### config.mk
export PLATFORM = sky130hd
export DESIGN_NAME = utf8_to_utf16_transcoder
export DESIGN_NICKNAME = d
export VERILOG_FILES = /design/src/design/u2u_pkg.sv /design/src/design/u2u_front.sv /design/src/design/u2u_queue.sv /design/src/design/u2u_back.sv /design/src/design/utf8_to_utf16_transcoder.sv
export SDC_FILE = /design/constraint.sdc
export NUM_CORES = 1
export LEC_CHECK = 0
export BUFFER_PORTS_ARGS = -buffer_cell sky130_fd_sc_hd__clkbuf_2
export CORE_MARGIN = 2
export CORE_UTILIZATION = 50
export CTS_CLUSTER_SIZE = 24
export DETAILED_ROUTE_END_ITERATION = 7
export HOLD_SLACK_MARGIN = 0.05
export PLACE_DENSITY = 0.69
export SETUP_SLACK_MARGIN = 0.02
export SLEW_MARGIN = 0
export SYNTH_ARGS = -nofsm -noshare
export SYNTH_HDL_FRONTEND = slang
export SYNTH_HIERARCHICAL = 1
export SYNTH_SLANG_ARGS = --single-unit
### constraint.sdc
create_clock -name aclk -period 4.06 [get_ports aclk]
set_input_delay 0.406 -clock aclk [delete_from_list [all_inputs] [get_ports aclk]]
set_output_delay 0.406 -clock aclk [all_outputs]
set_load 0.05 [all_outputs]
### src/design/u2u_pkg.sv
package u2u_pkg;

    localparam int unsigned BYTE_W = 8;
    localparam int unsigned CP_W   = 21;
    localparam int unsigned LEN_W  = 3;

    // sequence lengths, LEN_NONE = no sequence open
    localparam logic [LEN_W-1:0] LEN_NONE = 3'd0;
    localparam logic [LEN_W-1:0] LEN_ONE  = 3'd1;
    localparam logic [LEN_W-1:0] LEN_2    = 3'd2;
    localparam logic [LEN_W-1:0] LEN_3    = 3'd3;
    localparam logic [LEN_W-1:0] LEN_4    = 3'd4;

    localparam logic [CP_W-1:0] REPL_CP     = 21'h00FFFD;
    localparam logic [CP_W-1:0] CP_MAX      = 21'h10FFFF;
    localparam logic [CP_W-1:0] SURR_LO     = 21'h00D800;
    localparam logic [CP_W-1:0] SURR_HI     = 21'h00DFFF;
    localparam logic [CP_W-1:0] BMP_MAX     = 21'h00FFFF;
    localparam logic [CP_W-1:0] ASTRAL_BASE = 21'h010000;
    localparam logic [15:0]     HI_SURR_BASE = 16'hD800;
    localparam logic [15:0]     LO_SURR_BASE = 16'hDC00;

    // job queue between decoder and output sequencer
    localparam int unsigned QDEPTH = 4;
    localparam int unsigned QPTR_W = $clog2(QDEPTH);
    localparam int unsigned QCNT_W = $clog2(QDEPTH + 1);

    typedef struct packed {
        logic [CP_W-1:0] code_unit;
        logic            is_repl;
    } unit_t;

    // all results caused by one input item
    typedef struct packed {
        unit_t first;
        unit_t second;
        logic  two;   // second unit present
        logic  eot;   // item closed the text
    } job_t;

    typedef struct packed {
        logic seq_open;
        logic tail_run;
    } front_status_t;

endpackage

### src/design/u2u_front.sv
module u2u_front (
    input  logic                        aclk,
    input  logic                        aresetn,
    input  logic                        in_valid,
    input  logic                        q_ready,
    input  logic [7:0]                  text_byte,
    input  logic                        end_of_text,
    input  logic                        mode_cp,
    output logic                        push,
    output u2u_pkg::job_t               job,
    output u2u_pkg::front_status_t      status
);

    logic [u2u_pkg::CP_W-1:0]  part_reg, part_next;
    logic [u2u_pkg::LEN_W-1:0] len_reg, len_next;
    logic [u2u_pkg::LEN_W-1:0] taken_reg, taken_next;
    logic                      run_reg, run_next;

    logic                      accept;
    logic                      tail;
    logic [u2u_pkg::CP_W-1:0]  acc_shift;
    logic [u2u_pkg::LEN_W-1:0] taken_inc;

    // fresh decode of the byte
    logic                      f_emit, f_repl, f_tail;
    logic [u2u_pkg::CP_W-1:0]  f_cp, f_part;
    logic [u2u_pkg::LEN_W-1:0] f_len;

    // up to three code point events: break error, value, end-of-text flush
    logic                      e1_v, e2_v, e3_v, e2_repl, use_fresh;
    logic [u2u_pkg::CP_W-1:0]  e2_cp;
    logic                      astral;
    logic [u2u_pkg::CP_W-1:0]  astral_off;
    logic [1:0]                n_ev;
    u2u_pkg::unit_t            err_unit, val_unit;

    assign accept    = in_valid && q_ready;
    assign tail      = (text_byte[7:6] == 2'b10);
    assign acc_shift = {part_reg[u2u_pkg::CP_W-7:0], text_byte[5:0]};
    assign taken_inc = taken_reg + u2u_pkg::LEN_ONE;

    always_comb begin
        f_emit = 1'b0;
        f_repl = 1'b0;
        f_tail = 1'b0;
        f_cp   = '0;
        f_part = '0;
        f_len  = u2u_pkg::LEN_NONE;
        priority if (text_byte[7] == 1'b0) begin
            f_emit = 1'b1;
            f_cp   = {13'd0, text_byte};
        end else if (text_byte[7:5] == 3'b110) begin
            f_len  = u2u_pkg::LEN_2;
            f_part = {16'd0, text_byte[4:0]};
        end else if (text_byte[7:4] == 4'b1110) begin
            f_len  = u2u_pkg::LEN_3;
            f_part = {17'd0, text_byte[3:0]};
        end else if (text_byte[7:3] == 5'b11110) begin
            f_len  = u2u_pkg::LEN_4;
            f_part = {18'd0, text_byte[2:0]};
        end else if (tail) begin
            f_tail = 1'b1;
        end else begin
            // F8-FF
            f_emit = 1'b1;
            f_repl = 1'b1;
            f_cp   = u2u_pkg::REPL_CP;
        end
    end

    always_comb begin
        part_next  = part_reg;
        len_next   = len_reg;
        taken_next = taken_reg;
        run_next   = run_reg;
        e1_v       = 1'b0;
        e2_v       = 1'b0;
        e2_cp      = '0;
        e2_repl    = 1'b0;
        e3_v       = 1'b0;
        use_fresh  = 1'b0;

        priority if (len_reg != u2u_pkg::LEN_NONE) begin
            if (tail) begin
                if (taken_inc >= len_reg) begin
                    part_next  = '0;
                    len_next   = u2u_pkg::LEN_NONE;
                    taken_next = u2u_pkg::LEN_NONE;
                    e2_v       = 1'b1;
                    if (acc_shift > u2u_pkg::CP_MAX ||
                        (acc_shift >= u2u_pkg::SURR_LO && acc_shift <= u2u_pkg::SURR_HI)) begin
                        e2_cp   = u2u_pkg::REPL_CP;
                        e2_repl = 1'b1;
                    end else begin
                        e2_cp   = acc_shift;
                    end
                end else begin
                    part_next  = acc_shift;
                    taken_next = taken_inc;
                end
            end else begin
                e1_v      = 1'b1;
                use_fresh = 1'b1;
            end
        end else if (run_reg) begin
            if (!tail) begin
                e1_v      = 1'b1;
                use_fresh = 1'b1;
            end
        end else begin
            use_fresh = 1'b1;
        end

        if (use_fresh) begin
            e2_v       = f_emit;
            e2_cp      = f_cp;
            e2_repl    = f_repl;
            part_next  = f_part;
            len_next   = f_len;
            taken_next = (f_len != u2u_pkg::LEN_NONE) ? u2u_pkg::LEN_ONE : u2u_pkg::LEN_NONE;
            run_next   = f_tail;
        end

        if (end_of_text) begin
            e3_v       = (len_next != u2u_pkg::LEN_NONE) || run_next;
            part_next  = '0;
            len_next   = u2u_pkg::LEN_NONE;
            taken_next = u2u_pkg::LEN_NONE;
            run_next   = 1'b0;
        end
    end

    // build the units; at most two survive
    assign astral_off = e2_cp - u2u_pkg::ASTRAL_BASE;
    assign astral     = e2_v && !e2_repl && !mode_cp && (e2_cp > u2u_pkg::BMP_MAX);
    assign n_ev       = {1'b0, e1_v} + {1'b0, e2_v} + {1'b0, e3_v};
    assign err_unit   = '{code_unit: u2u_pkg::REPL_CP, is_repl: 1'b1};
    assign val_unit   = '{code_unit: e2_cp, is_repl: e2_repl};

    always_comb begin
        job.eot = end_of_text;
        if (astral) begin
            job.first  = '{code_unit: {5'd0, u2u_pkg::HI_SURR_BASE | {6'd0, astral_off[19:10]}},
                          is_repl: 1'b0};
            job.second = '{code_unit: {5'd0, u2u_pkg::LO_SURR_BASE | {6'd0, e2_cp[9:0]}},
                          is_repl: 1'b0};
            job.two    = 1'b1;
        end else begin
            job.first  = (!e1_v && e2_v) ? val_unit : err_unit;
            job.second = (e1_v && e2_v) ? val_unit : err_unit;
            job.two    = (n_ev >= 2'd2);
        end
    end

    assign push = accept && (n_ev != 2'd0);

    always_ff @(posedge aclk) begin
        if (!aresetn) begin
            part_reg  <= '0;
            len_reg   <= u2u_pkg::LEN_NONE;
            taken_reg <= u2u_pkg::LEN_NONE;
            run_reg   <= 1'b0;
        end else if (accept) begin
            part_reg  <= part_next;
            len_reg   <= len_next;
            taken_reg <= taken_next;
            run_reg   <= run_next;
        end
    end

    assign status.seq_open = (len_reg != u2u_pkg::LEN_NONE);
    assign status.tail_run = run_reg;

endmodule

### src/design/u2u_queue.sv
module u2u_queue (
    input  logic          aclk,
    input  logic          aresetn,
    input  logic          push,
    input  u2u_pkg::job_t push_job,
    output logic          not_full,
    input  logic          pop,
    output logic          head_valid,
    output u2u_pkg::job_t head_job
);

    u2u_pkg::job_t               mem_reg [u2u_pkg::QDEPTH];
    logic [u2u_pkg::QPTR_W-1:0]  wr_ptr_reg, rd_ptr_reg;
    logic [u2u_pkg::QCNT_W-1:0]  cnt_reg, cnt_next;
    logic                        do_push, do_pop;

    assign not_full   = (cnt_reg != u2u_pkg::QCNT_W'(u2u_pkg::QDEPTH));
    assign head_valid = (cnt_reg != '0);
    assign head_job   = mem_reg[rd_ptr_reg];
    assign do_push    = push && not_full;
    assign do_pop     = pop && head_valid;

    always_comb begin
        cnt_next = cnt_reg;
        unique case ({do_push, do_pop})
            2'b10:   cnt_next = cnt_reg + 1'b1;
            2'b01:   cnt_next = cnt_reg - 1'b1;
            default: cnt_next = cnt_reg;
        endcase
    end

    always_ff @(posedge aclk) begin
        if (!aresetn) begin
            wr_ptr_reg <= '0;
            rd_ptr_reg <= '0;
            cnt_reg    <= '0;
        end else begin
            cnt_reg <= cnt_next;
            if (do_push) begin
                wr_ptr_reg <= wr_ptr_reg + 1'b1;
            end
            if (do_pop) begin
                rd_ptr_reg <= rd_ptr_reg + 1'b1;
            end
        end
    end

    always_ff @(posedge aclk) begin
        if (do_push) begin
            mem_reg[wr_ptr_reg] <= push_job;
        end
    end

endmodule

### src/design/u2u_back.sv
module u2u_back (
    input  logic                      aclk,
    input  logic                      aresetn,
    input  logic                      head_valid,
    input  u2u_pkg::job_t             head_job,
    output logic                      pop,
    output logic                      m_valid,
    input  logic                      m_ready,
    output logic [u2u_pkg::CP_W-1:0]  m_code_unit,
    output logic                      m_is_replacement,
    output logic                      m_last_of_run,
    output logic                      m_text_done
);

    logic                     valid_reg;
    logic                     idx_reg;
    logic [u2u_pkg::CP_W-1:0] unit_reg;
    logic                     repl_reg, last_reg, done_reg;
    logic                     load, last;
    u2u_pkg::unit_t           sel;

    assign load = head_valid && (!valid_reg || m_ready);
    assign last = !head_job.two || idx_reg;
    assign sel  = idx_reg ? head_job.second : head_job.first;
    assign pop  = load && last;

    always_ff @(posedge aclk) begin
        if (!aresetn) begin
            valid_reg <= 1'b0;
            idx_reg   <= 1'b0;
        end else if (load) begin
            valid_reg <= 1'b1;
            idx_reg   <= !last;
        end else if (m_ready) begin
            valid_reg <= 1'b0;
        end
    end

    always_ff @(posedge aclk) begin
        if (load) begin
            unit_reg <= sel.code_unit;
            repl_reg <= sel.is_repl;
            last_reg <= last;
            done_reg <= last && head_job.eot;
        end
    end

    assign m_valid          = valid_reg;
    assign m_code_unit      = unit_reg;
    assign m_is_replacement = repl_reg;
    assign m_last_of_run    = last_reg;
    assign m_text_done      = done_reg;

endmodule

### src/design/utf8_to_utf16_transcoder.sv
// Streaming UTF-8 decoder giving UTF-16 code units, or whole code points
// when cfg_data = 1 is written. One byte is taken per cycle on s_ while the
// 4-job queue between decoder and output sequencer has room; each byte's
// results (none, one or two) go into the queue as one job, and the
// sequencer sends one result per cycle on m_ while m_ready is high, so a
// byte that yields two units (surrogate pair, or U+FFFD followed by another
// result) sends them one after the other. Each result passes the job queue
// and the output register before it is valid on m_. Malformed input yields
// U+FFFD with m_is_replacement set; overlong forms are decoded as is.
// m_last_of_run marks the last result of a byte, m_text_done the last result
// of a byte marked s_end_of_text, after which the decoder is back to its
// reset state. Change the mode only while idle.
module utf8_to_utf16_transcoder (
    input  logic                      aclk,
    input  logic                      aresetn,
    // configuration
    input  logic                      cfg_valid,
    output logic                      cfg_ready,
    input  logic                      cfg_data,
    // byte input
    input  logic                      s_valid,
    output logic                      s_ready,
    input  logic [7:0]                s_text_byte,
    input  logic                      s_end_of_text,
    // unit output
    output logic                      m_valid,
    input  logic                      m_ready,
    output logic [u2u_pkg::CP_W-1:0]  m_code_unit,
    output logic                      m_is_replacement,
    output logic                      m_last_of_run,
    output logic                      m_text_done
);

    logic                   mode_reg;
    logic                   q_push, q_pop, q_head_valid;
    u2u_pkg::job_t          q_in_job, q_head_job;
    u2u_pkg::front_status_t front_status;

    // mode register, write always taken
    assign cfg_ready = 1'b1;

    always_ff @(posedge aclk) begin
        if (!aresetn) begin
            mode_reg <= 1'b0;
        end else if (cfg_valid) begin
            mode_reg <= cfg_data;
        end
    end

    // decoder: byte classification and sequence state
    u2u_front u_front (
        .aclk        (aclk),
        .aresetn     (aresetn),
        .in_valid    (s_valid),
        .q_ready     (s_ready),
        .text_byte   (s_text_byte),
        .end_of_text (s_end_of_text),
        .mode_cp     (mode_reg),
        .push        (q_push),
        .job         (q_in_job),
        .status      (front_status)
    );

    // job queue decouples input from output stalls
    u2u_queue u_queue (
        .aclk       (aclk),
        .aresetn    (aresetn),
        .push       (q_push),
        .push_job   (q_in_job),
        .not_full   (s_ready),
        .pop        (q_pop),
        .head_valid (q_head_valid),
        .head_job   (q_head_job)
    );

    // output sequencer: one unit per cycle into the output register, held while m_ready is low
    u2u_back u_back (
        .aclk             (aclk),
        .aresetn          (aresetn),
        .head_valid       (q_head_valid),
        .head_job         (q_head_job),
        .pop              (q_pop),
        .m_valid          (m_valid),
        .m_ready          (m_ready),
        .m_code_unit      (m_code_unit),
        .m_is_replacement (m_is_replacement),
        .m_last_of_run    (m_last_of_run),
        .m_text_done      (m_text_done)
    );

    // end of text leaves no open sequence or tail run behind
    a_eot_flush: assert property (@(posedge aclk) disable iff (!aresetn)
        s_valid && s_ready && s_end_of_text |=> !front_status.seq_open && !front_status.tail_run)
        else $error("decoder state not cleared after end of text");

    // replacement units always carry U+FFFD
    a_repl_value: assert property (@(posedge aclk) disable iff (!aresetn)
        m_valid && m_is_replacement |-> m_code_unit == u2u_pkg::REPL_CP)
        else $error("replacement item with wrong value");

    // text end only on the last result of a byte
    a_done_last: assert property (@(posedge aclk) disable iff (!aresetn)
        m_valid && m_text_done |-> m_last_of_run)
        else $error("text end flagged before last result of its byte");

endmodule

-- Word-level counts from Yosys, hierarchy flattened
Memory sizes are Yosys's and may differ from the RTL's. A register that Yosys moved wholly into a read port is not among the register bits.
Index checks and enable logic that the tools add are counted.
Widths: inputs -> output; s select.
- register bits after elaboration: 56
- RAM bits: 184
- input port bits: 15
- output and inout bits: 27
- logic and storage cells: 141
- memories: 1
- memory list (name ; words ; bits a word ; read ports ; clocked after memory_dff ; write ports ; RTL line ; RTL):
    u_queue.mem_reg ; 4 ; 46 ; 1 ; 1 ; 1 ; u2u_queue.sv:12 ; u2u_pkg::job_t mem_reg [u2u_pkg::QDEPTH];
- $add $sub $neg: 8
- magnitude comparators: 6
- equal/unequal tests: 7
- multiplexer cells: 72
- reductions and logical operators: 33
- operators with widths (kind ; count):
    $mux 21 ; 9
    $mux 15 ; 7
    $mux 22 ; 3
    $mux 3 ; 15
    $mux 45 ; 1
    $mux 1 ; 32
    $ge 21x16->1 const B ; 1
    $gt 21x16->1 const B ; 1
    $gt 21x21->1 const B ; 1
    $le 21x16->1 const B ; 1
    $sub 20x17->20 const B ; 1
    $reduce_bool 3->1 ; 6
    $mux 16 ; 1
    $logic_and 1x1->1 ; 13
    $add 3x1->3 const B ; 2
    $logic_not 1->1 ; 6
    $pmux 3 s2 ; 1
    $reduce_bool 2->1 ; 3
    $eq 5x5->1 const B ; 1
    $add 2x1->2 const B ; 2
    $eq 2x2->1 const B ; 2
    $eq 4x4->1 const B ; 1
    $logic_or 1x1->1 ; 4
    $mux 2 ; 2
    other kinds (10) ; 10

-- Depth between registers and ports, before layout
- depth after elaboration: 15
- mapped depth: 20
- mapped depth without buffers: 20

-- Modules after synthesis
The synthesis kept the hierarchy.
- modules (own cells, without submodules) (module ; times used ; cells an instance ; area each (um2)):
    u2u_queue ; 1 ; 292 ; 7185.6
    u2u_front ; 1 ; 253 ; 1890.6
    u2u_back ; 1 ; 63 ; 1191.1
    utf8_to_utf16_transcoder ; 1 ; 5 ; 47.5

-- Worst setup path after synthesis
No wires, ideal clock.
- kind: register to register
- start: reg u_front/taken_reg[0] in the netlist's numbering
- end: mem u_queue/mem_reg[2][0] in the netlist's numbering, enable pin
- setup time: 0.408 ns
- arrival time: 3.768 ns
- data required time: 3.652 ns
- slack: -0.116 ns
- stages on the path, launching flop included: 12
- period minus slack after synthesis: 4.176 ns
- path through: dfxtp_1 ha_1 xor2_1 ha_1 nand2_1 o21a_1 o31ai_1 fa_1 nor2_1 nor2_1 a21boi_2 and2_1
- cells in the longest elaborated chain, start to end: 15
- ends and longest elaborated chain (what ; RTL line ; RTL):
    start, declared ; u2u_front.sv:16 ; logic [u2u_pkg::LEN_W-1:0] taken_reg, taken_next;
    start signal, assigned ; u2u_front.sv:161 ; taken_reg <= u2u_pkg::LEN_NONE;
    start signal, assigned ; u2u_front.sv:166 ; taken_reg <= taken_next;
    $add 3x1->3 * ; u2u_front.sv:40 ; assign taken_inc = taken_reg + u2u_pkg::LEN_ONE;
    $ge 3x3->1 * ; u2u_front.sv:85 ; if (taken_inc >= len_reg) begin
    $mux 3 ; u2u_front.sv:85 ;
    $mux 3 ; u2u_front.sv:84 ; if (tail) begin
    $mux 3 ; u2u_front.sv:83 ; priority if (len_reg != u2u_pkg::LEN_NONE) begin
    $mux 3 ; u2u_front.sv:114 ; if (use_fresh) begin
    $reduce_bool 3->1 ; u2u_front.sv:125 ; e3_v = (len_next != u2u_pkg::LEN_NONE) || run_next;
    $logic_or 1x1->1 ; u2u_front.sv:125 ;
    $mux 1 ; u2u_front.sv:124 ; if (end_of_text) begin
    $add 2x1->2 * ; u2u_front.sv:136 ; assign n_ev = {1'b0, e1_v} + {1'b0, e2_v} + {1'b0, e3_v};
    $reduce_bool 2->1 * ; u2u_front.sv:155 ; assign push = accept && (n_ev != 2'd0);
    $logic_and 1x1->1 * ; u2u_front.sv:155 ;
    net q_push ; utf8_to_utf16_transcoder.sv:35 ; logic q_push, q_pop, q_head_valid;
    $logic_and 1x1->1 * ; u2u_queue.sv:20 ; assign do_push = push && not_full;
    $mux 1 * ; u2u_queue.sv:49 ; if (do_push) begin
    $mux 1 (implied by the code) * ; u2u_queue.sv:50 ; mem_reg[wr_ptr_reg] <= push_job;
    end, declared ; u2u_queue.sv:12 ;
The timed path passes the listed nets; every way through them passes the cells marked *.

-- Final worst setup path
- start: reg u_front/taken_reg[0] in the netlist's numbering
- end: reg u_queue/cnt_reg[2] in the netlist's numbering
- cells in the longest elaborated chain, start to end: 15
- ends and longest elaborated chain (what ; RTL line ; RTL):
    $add 3x1->3 * ; u2u_front.sv:40 ;
    $ge 3x3->1 * ; u2u_front.sv:85 ;
    $mux 3 ; u2u_front.sv:85 ;
    $mux 3 ; u2u_front.sv:84 ;
    $mux 3 ; u2u_front.sv:83 ;
    $mux 3 ; u2u_front.sv:114 ;
    $reduce_bool 3->1 ; u2u_front.sv:125 ;
    $logic_or 1x1->1 ; u2u_front.sv:125 ;
    $mux 1 ; u2u_front.sv:124 ;
    $add 2x1->2 * ; u2u_front.sv:136 ;
    $reduce_bool 2->1 * ; u2u_front.sv:155 ;
    $logic_and 1x1->1 * ; u2u_front.sv:155 ;
    net q_push ; utf8_to_utf16_transcoder.sv:35 ;
    $logic_and 1x1->1 * ; u2u_queue.sv:20 ;
    $eq 2x1->1 / $eq 2x2->1 (equally long branches) ; u2u_queue.sv:25 ; unique case ({do_push, do_pop})
    $pmux 3 s2 / $reduce_bool 2->1 (equally long branches) ; - ;
    end signal, assigned ; u2u_queue.sv:38 ; cnt_reg <= cnt_next;
    end, declared ; u2u_queue.sv:14 ; logic [u2u_pkg::QCNT_W-1:0] cnt_reg, cnt_next;
Marked as above.
A chain may end at the register's enable or synchronous reset.

==> reports/results.tsv <==
metric	value	unit
outcome	finished, final reports clean	
slew_violations	0	
routedWlPerCell	20.7	µm
synth_warnings	6	
grtUsageTotal	18.1	%
vias_per_cell	5.87	
place_congestion	0.916	
cts_max_level	1	
cts-buffers-inserted	24	
path_cells	ha_1 -> xor2_1 -> ha_1 -> a21oi_2 -> o21a_2 -> o21ai_0 -> a21oi_1 -> nor3_2 -> nor2_1 -> fa_1 -> nor2_1 -> nor2_1 -> a21boi_2 -> inv_1 -> ha_2 -> inv_1 -> fa_1 -> xor2_1 -> or3_1 -> a21boi_1	
start_util	50.9	%
vias	5586	
cts_buffer_depth	3	
tightest_slew	1040	ps
p_total	6.75	mW
antenna_cells	0	
critPathMaxFanout	4	
cp_slowest_cell	fa_1	
hp-class	in -> reg	
layout-drive-gt1-share	27.1	%
grt_max_degree	47	
rsz0062_at_grt	true	
grt_pass1_wl	30.9	mm
antenna_found_initial	0	
core_region_area	0.0202	mm²
path_class	reg -> reg	
maxCapViolations	0	
cp.required	4490	ps
crit_path_end_kind	flip-flop	
clock.fmax	248	MHz
setup_viol_count_final	0	
wirelength	19.7	mm
dr.pass1.iters	7	
die_h	148	µm
netlist_instances	612	
clkTransAtPathRegs	70	ps
post-route-period-util	99.2	%
rows	52	
p_leak	3.91	nW
die_w	148	µm
cts_tree	done	
detail_route.iter0.violations	415	
syn_area	0.0103	mm²
io_pins	42	
num-nets-final	691	
final-hold-violation-count	0	
cpMostUsedCell	nor2_1	
clk-insertion-delay-late	510	ps
avgSynthCellArea	16.8	µm²
port_buffers	40	
largest_reg_flops	184	
ir_worst_vdd	0.330	mV
cp_data_arrival_time	4460	ps
cp-start-kind	flip-flop	
grt_overflow	0	
finClkSkew	20.3	ps
dieArea	0.0218	mm²
place_hpwl	11.6	mm
drc	0	
drtAntennaViolNets	0	
cts_root_buf	clkbuf_16	
numClockSinks	242	
cpPeakStageDelay	410	ps
area_growth	12.9	%
final_core_util	57.5	%
hold_buffers	0	
slew_headroom	30.9	%
powerDensity	580	mW/mm²
fin_crit	4030	ps
grt_pass1_vias	5666	
area by class of cell:
class	instances	area [µm²]
clock inverters	13	164
fillers	1511	8590
multi-input cells	325	3100
repair buffers	56	370
inverters	15	56.3
clock buffers	31	678
well taps	270	338
flip-flops and latches	242	6930
layer usage:
metal / GRT usage (%) / vias up / share of wire (%)
met2: 30.0 / 195 / 49
met5: 0 / - / 0
li1: - / 2482 / -
met3: 2.75 / 46 / 5.6
met1: 24.8 / 2863 / 42
met4: 6.30 / 0 / 2.9
final timing paths:
path	cells after the start	start	slack, ps	to
hold reg to reg	2	u_queue/wr_ptr_reg[1]	500	u_queue/wr_ptr_reg[1]
setup reg to reg	20	u_front/taken_reg[0]	30	u_queue/cnt_reg[2]
hold / removal	3	cfg_data	170	mode_reg
setup / recovery	20	u_front/taken_reg[0]	30	u_queue/cnt_reg[2]
worst max-delay path, delay by kind of cell, from the launching register on:
kind	cells	cell delay, ps
XOR/XNOR	2	340
AND/OR/NAND/NOR	5	670
AO/OA/AOI/OAI	6	990
adder cells (fa/ha/maj)	5	1490
flip-flops	1	340
buffers and inverters	2	110
layout by cell type (no fill, tap or decap), drive strengths merged, types with 2 or more instances in the layout:
master,n
a21boi,10
a21oi,15
a22oi,18
a31oi,2
and2,12
and3,5
buf,16
bufinv,4
clkbuf,71
clkinv,8
conb,6
dfxtp,34
edfxtp,208
fa,2
ha,10
inv,15
mux2,26
mux2i,11
mux4,46
nand2,53
nand2b,5
nand3,11
nand4,4
nor2,17
nor2b,24
nor3,6
o211ai,3
o21a,2
o21ai,8
o31ai,3
or3,2
xnor2,3
xor2,4
power breakdown:
part,switching (mW),internal (mW)
clock,0.886,1.43
sequential,0.0696,3.03
combinational,0.885,0.455
total,1.84,4.91
repair_timing:
action,CTS,global route
endpoints found under the setup margin,0,121
gates resized for setup,0,11
buffers inserted,0,0
through the flow:
| stage | setup slack, ps | cell area [µm²] | TNS (ps) | hold WS [ps] | std cells |
|---|---|---|---|---|---|
| after floorplan | 234 | 10300 | 0 | 467 | 616 |
| after global placement | 228 | 10800 | 0 | 479 | 908 |
| after detailed placement | 111 | 10800 | 0 | 499 | 908 |
| after CTS | 64.5 | 11600 | 0 | 149 | 952 |
| after global routing | -88.8 | 11600 | -88.8 | 163 | 952 |
| final | 31.3 | 11600 | 0 | 167 | 952 |
(Power assumes the default switching activity.)
